`src/design/trm_pkg.sv`:
```
// Shared types and constants for the triangle mask rasterizer.
package trm_pkg;

  localparam int CoordW = 16;
  localparam int IdxW   = 13;
  localparam int DiffW  = 18;
  localparam int ProdW  = 2 * DiffW;
  localparam int AccW   = 40;
  localparam int SizeW  = 7;
  localparam int CfgIdxW = 1;

  localparam logic [CfgIdxW-1:0] REG_IMAGE_WIDTH  = 1'b0;
  localparam logic [CfgIdxW-1:0] REG_IMAGE_HEIGHT = 1'b1;

  typedef struct packed {
    logic signed [CoordW-1:0] vx0;
    logic signed [CoordW-1:0] vy0;
    logic signed [CoordW-1:0] vx1;
    logic signed [CoordW-1:0] vy1;
    logic signed [CoordW-1:0] vx2;
    logic signed [CoordW-1:0] vy2;
    logic                     final_triangle;
  } item_t;

  typedef struct packed {
    logic [5:0]  row_index;
    logic [63:0] row_bits;
    logic        last_row;
  } result_t;

  typedef enum logic [2:0] {
    ST_IDLE,
    ST_BOX,
    ST_SETUP,
    ST_LOAD,
    ST_PIX,
    ST_WRITE,
    ST_READ,
    ST_FLUSH
  } state_t;

endpackage

```
`src/design/trm_axis.sv`:
```
// Bounding-box range of one axis: clamped, floored low index and truncated high index.
module trm_axis (
  input  logic signed [trm_pkg::CoordW-1:0] a,
  input  logic signed [trm_pkg::CoordW-1:0] b,
  input  logic signed [trm_pkg::CoordW-1:0] c,
  input  logic        [trm_pkg::SizeW-1:0]  size,
  output logic signed [trm_pkg::IdxW-1:0]   beg,
  output logic signed [trm_pkg::IdxW-1:0]   fin
);
  import trm_pkg::*;

  logic signed [CoordW-1:0] lo, hi, lo_c;
  logic signed [CoordW:0]   lim, hi_c, t, t_adj;

  always_comb begin
    lo = (a < b) ? a : b;
    lo = (lo < c) ? lo : c;
    hi = (a > b) ? a : b;
    hi = (hi > c) ? hi : c;
    lim = $signed({1'b0, 4'(0), size, 4'b0}) - 17'sd32;
    lo_c = (lo < 0) ? '0 : lo;
    hi_c = (CoordW'(hi) > lim) ? lim : (CoordW+1)'(hi);
    t = hi_c + 17'sd16;
    // Division by 16 truncates toward zero, so negative values round up.
    t_adj = (t < 0) ? t + 17'sd15 : t;
    beg = IdxW'(lo_c >>> 4);
    fin = IdxW'(t_adj >>> 4);
  end

endmodule

```
`config.mk`:
```
export PLATFORM = sky130hd
export DESIGN_NAME = trm_axis
export DESIGN_NICKNAME = d
export VERILOG_FILES = /design/src/design/trm_pkg.sv /design/src/design/trm_axis.sv
export SDC_FILE = /design/constraint.sdc
export NUM_CORES = 1
export LEC_CHECK = 0
export BUFFER_PORTS_ARGS = -buffer_cell sky130_fd_sc_hd__buf_2
export CELL_PAD_IN_SITES_DETAIL_PLACEMENT = 1
export CELL_PAD_IN_SITES_GLOBAL_PLACEMENT = 1
export CORE_MARGIN = 3
export CORE_UTILIZATION = 40
export DETAILED_ROUTE_END_ITERATION = 8
export GPL_TIMING_DRIVEN = 0
export PLACE_DENSITY_LB_ADDON = 0.05
export SYNTH_ARGS = -nofsm -noshare
export SYNTH_HDL_FRONTEND = slang
export SYNTH_SLANG_ARGS = --single-unit
export TNS_END_PERCENT = 20
```
`constraint.sdc`:
```
create_clock -name vclk -period 18.95
set_input_delay 0.9475 -clock vclk [all_inputs]
set_output_delay 0.9475 -clock vclk [all_outputs]
set_load 0.005 [all_outputs]
```
==> results of run 1 <==
## worst max-delay path by stage
stage,startpoint,end,depth (start not counted)
global route,b[15],fin[9],41
global placement,a[15],fin[10],39
CTS,b[15],fin[10],40
detailed placement,b[15],fin[10],40
floorplan,b[15],fin[10],38
finish,b[15],fin[10],41
## kinds of logic (layout without fill, tap and decap cells)
group / Yosys count / in the layout / share of synthesized area
AOI/OAI and AO/OA: 133 / 133 / 0.250
and+or+nand+nor: 197 / 197 / 0.295
muxes: 32 / 32 / 0.0969
buffers and inverters: 64 / 143 / 0.0723
xor gates and xnor gates: 29 / 29 / 0.0702
adders and majority gates: 62 / 62 / 0.214
other: 1 / 2 / 0.00104
## metrics by stage
step	hold WS [ns]	std cells	utilization	total power, mW	cell area, um2
floorplan	2.11	519	-	0.164	3620
global placement	2.38	706	0.474	0.231	4150
detailed placement	2.40	706	0.474	0.239	4150
CTS	2.40	706	0.474	0.241	4150
global route	2.41	706	0.474	0.268	4150
finish	2.39	706	0.474	0.243	4150
## power breakdown
part	total [mW]	switching [mW]	internal [mW]
clock	0	0	0
combinational	0.243	0.143	0.0996
sequential	0	0	0
## synth_stat cells, drive strengths merged, types with 5 or more instances
library cell,count,area (um2)
mux2i,8,80.1
nor2,31,119
ha,62,776
nand2,49,184
o21ai,45,225
clkbuf,9,33.8
buf,8,51.3
xnor2,17,149
and2,6,37.5
nor2b,18,113
a21oi,26,130
a21o,8,60.1
nor3,20,110
and3,10,62.6
or3,5,31.3
o211ai,13,108
nand4,13,96.3
mux2,24,270
and4,5,43.8
xor2,12,105
nor4,6,58.8
inv,47,176
nand3,23,115
## final cells by class
cell class,instances,share of cell area
Inverter,47,0.0425
Timing Repair Buffer,79,0.0952
Tap cell,108,0.0325
Multi-Input combinational cell,455,0.809
Buffer,17,0.0205
## critical path: cells and delay by family
| family | cells | cell delay, ns |
|---|---|---|
| xor+xnor | 2 | 0.27 |
| simple gates | 14 | 3.47 |
| buf+inv | 8 | 1.66 |
| mux | 1 | 0.39 |
| fa+ha+maj | 4 | 1.30 |
| compound gates | 12 | 2.98 |
## placed cells by master, fill, tap and decap left out, drive strengths merged, types with 6 or more instances in the layout
master	instances
xor2	12
nand2	49
a21oi	26
a21o	8
o211ai	13
nor4	6
and2	6
nor2	31
mux2i	8
nor3	20
mux2	24
nand3	23
ha	62
and3	10
nor2b	18
nand4	13
inv	47
clkbuf	9
o21ai	45
xnor2	17
buf	87
## routing by layer
metal,vias to the layer above,wire length [um]
li1,2072,-
met1,2061,6630
met2,121,6190
met3,11,584
met4,0,142
met5,-,0
==> metrics, run 1 <==
outcome=complete, no violations; initial antenna violation count=0; Post-Syn Area=0.00362 mm2; fmax=83.4 MHz; Gate Count Post-Synth=roughly 520; Final Cycle Share=0.633; Site Rows=34; Setup TNS=0 ns; CP most frequent cell=buf_2; MaxCap Viol Count=0; Post-CTS Setup Bufs=0; Crit Path Category=primary input to output port; Die W=101 um; count of different cell masters after synthesis=67; pre-CTS WS=7.12 ns; Crit path required time=18.00 ns; port bufs=79; hold path endpoint=beg[10]; DIE AREA=0.0102 mm2; GRT busiest layer=met2; mean post-synth cell area=6.98 um2; hold_sp=c[14]; HP Class=primary input to output port; number of global-route vias before repair=around 4,200; startpoint types=primary input; M2 GR Usage=0.435; Crit-path slowest cell=a31oi_1; I/O Pins=81; pwr dens=~58 mW/mm2; Worst slew margin=0.414; RSZ-0062 raised after global routing=false; clk_buf instances=0; core area=0.00876 mm2; Tmin final=11.99 ns; DR pass1 iterations=5; Hold Vio Cnt, Final=0; Detail Route Antenna Nets=0; # hold bufs at CTS=0; global-route congestion overflow total=0; Antenna Cells=0; critical path arrival=11.04 ns; Max rail drop VDD=25.2 uV; initial core utilization=0.413; yosys warns=0; final setup violation count=0; Total Wirelength=13.5 mm; Nets=717; Worst Tran Pin Value=0.857 ns; share of layout cells above drive strength 1=0.207; largest net degree at the start of global routing=11; GR Util met1=0.380; Max Fanout on Critical Path=10; hold path cells=5; Die Span Y=between 100 and 150 um; CP Capture Type=output port; 1st-iter DRT viols=217; via/cell ratio=6.04; All-Layer GR Usage=0.258; drt wl/cell=19.2 um; Seq Cell Count=0; Seq/Total Area, Yosys=0; area of the multi-input gates=0.00336 mm2; LEAKAGE=2.03 nW; met3 usage=0.00208; first-pass GRT wire length=roughly 21 mm; via count=4,265; post-route setup slack=6.96 ns; final slew viol count=0; Area growth syn-to-layout=14.8%; fillers=1,191; Sequential Area=0 um2; hpwl dp=11.8 mm; slowest cell delay on critical path=~0.5 ns; number of gates resized after CTS=0; DRC Markers=0; Final Wtd Congestion=roughly 0.90
Power figures use the tool's default switching activity.
==> inputs of run 2 (changes only) <==
--- a/config.mk
+++ b/config.mk
@@ -9,7 +9,7 @@
 export CELL_PAD_IN_SITES_DETAIL_PLACEMENT = 1
 export CELL_PAD_IN_SITES_GLOBAL_PLACEMENT = 1
 export CORE_MARGIN = 3
-export CORE_UTILIZATION = 40
+export CORE_UTILIZATION = 37
 export DETAILED_ROUTE_END_ITERATION = 8
 export GPL_TIMING_DRIVEN = 0
 export PLACE_DENSITY_LB_ADDON = 0.05
==> constraint.sdc (replaced) <==
create_clock -name vclk -period 9.7
set_input_delay 0.485 -clock vclk [all_inputs]
set_output_delay 0.485 -clock vclk [all_outputs]
set_load 0.005 [all_outputs]
==> metrics, run 2 (synthesis gave the netlist of run 1 again) <==
outcome=complete, no violations (unchanged); hold_sp=size[0] (was c[14]); MaxCap Viol Count=0 (unchanged); Crit Path Category=primary input to output port (unchanged); # hold bufs at CTS=0 (unchanged); I/O Pins=81 (unchanged); via count=4,291 (was 4,265); final setup violation count=0 (unchanged); Final Cell Area=0.00455 mm2 (was 0.00415 mm2); initial antenna violation count=0 (unchanged); critical path arrival=8.76 ns (was 11.04 ns); Final Cycle Share=0.953; Switching Fraction=0.569 (was 0.589); Finished Layout Cells=747 (was 706); largest net degree at the start of global routing=11 (unchanged); 1st-iter DRT viols=202 (was 217); post-route setup slack=0.452 ns (was 6.96 ns); most frequent cells in the layout=80 x buf_2, 60 x ha_1, 46 x inv_1, 46 x nand2_1, 38 x o21ai_0 (was 84 x buf_2, 62 x ha_1, 49 x nand2_1); DR pass1 iterations=4 (was 5); first-pass GRT wire length=21.9 mm (was 21.5 mm); LEAKAGE=2.16 nW (was 2.03 nW); DRC Markers=0 (unchanged); Hold Vio Cnt, Final=0 (unchanged); global-route congestion overflow total=0 (unchanged); HP Class=primary input to output port (unchanged); pwr dens=118 mW/mm2 (was 58.5 mW/mm2); hold path endpoint=fin[0] (was beg[10]); Reg power frac=0 (about the same); clk_buf instances=0 (unchanged); share of layout cells above drive strength 1=0.275 (was 0.207); slowest cell delay on critical path=0.49 ns (was 0.50 ns); Tmin final=9.25 ns; Antenna Cells=0 (unchanged); Total Wirelength=14.2 mm (was 13.5 mm); DIE AREA=0.0110 mm2 (was 0.0102 mm2); Area growth syn-to-layout=25.9% (was 14.8%); Max Fanout on Critical Path=10 (unchanged); via/cell ratio=5.74 (was 6.04); Worst slew margin=0.460 (was 0.414); worst hold slack=1.47 ns (was 2.39 ns); Die Span Y=105 um (was 101 um); Logic pwr share=1.000 (about the same); DP Area=0.00418 mm2 (was 0.00415 mm2); Final Wtd Congestion=0.882 (was 0.898); core area=0.00937 mm2 (was 0.00876 mm2); Sequential Area=0 um2 (unchanged); Site Rows=35 (was 34); final design utilization=0.486 (was 0.474); drt wl/cell=19.0 um (was 19.2 um); final slew viol count=0 (unchanged); Clk pwr share=0 (about the same); Worst Tran Pin Value=0.790 ns (was 0.857 ns); Power, Total=0.535 mW (was 0.243 mW); initial core utilization=0.386 (was 0.413); placed cells=727 (was 706); Nets=737 (was 717); All-Layer GR Usage=0.241 (was 0.258); port bufs=79 (unchanged); Detail Route Antenna Nets=0 (unchanged); Setup TNS=0 ns (unchanged); Die W=105 um (was 101 um); pre-CTS WS=-1.30 ns (was 7.12 ns); Switching Power=0.304 mW (was 0.143 mW); Seq Cell Count=0 (unchanged); Crit path required time=9.22 ns (was 18.00 ns); commonest non-fill, non-tap cell in the layout=buf_2 (unchanged); Max rail drop VDD=67.3 uV (was 25.2 uV); fmax=108 MHz; hpwl dp=11.8 mm (about the same); hold path cells=5 (unchanged); startpoint types=primary input (unchanged); number of global-route vias before repair=4,168 (was 4,209); Crit-path slowest cell=a311oi_4 (was a31oi_1); CP Capture Type=output port (unchanged); P_int=0.231 mW (was 0.0996 mW)
==> run 2: worst max-delay path, delay by kind of cell <==
kind / cells / cell delay [ns]
adder cells (fa/ha/maj): 4 / 1.18
buffers and inverters: 7 / 1.27
AO/OA/AOI/OAI: 9 / 2.00
multiplexers: 1 / 0.39
XOR/XNOR: 1 / 0.15
AND/OR/NAND/NOR: 15 / 3.28
==> run 2: power groups by stage <==
stage	Combinational [mW]	Clock (mW)	Sequential [mW]
after global placement	0.455	0	0
final	0.535	0	0
after detailed placement	0.466	0	0
after global routing	0.588	0	0
after CTS	0.496	0	0
after floorplan	0.319	0	0
==> run 2: repair_timing <==
action	in CTS	in global routing
buffers inserted	5	16
endpoints found under the setup margin	13	13
cloned	0	0
pin swaps	6	11
resized for setup	28	23
==> run 2: final cells by class <==
cell class	instances	area, um2
inverters	47	176
repair buffers	100	553
plain buffers	16	100
multi-input cells	455	3560
fillers	1276	4820
well taps	129	161
==> run 2: how the worst max path moves through the flow <==
stage / start / end / slack, ns / cells after the start
6_report: b[9] / fin[9] / 0.45 / 37
5_1_grt: b[9] / fin[10] / -0.06 / 40
2_1_floorplan: b[15] / fin[10] / 0.84 / 38
3_5_place_dp: b[15] / fin[10] / -1.30 / 40
4_1_cts: b[15] / fin[10] / 0.03 / 40
3_3_place_gp: a[15] / fin[10] / -1.14 / 39
==> run 2: metal layers <==
layer,track usage,part of all wire,vias to the layer above,wire length [um]
met4,0.0112,0.0060,0,85
met3,0.0111,0.045,9,633
met2,0.400,0.47,93,6690
met5,0,0,-,0
met1,0.359,0.48,2077,6790
li1,-,-,2112,-
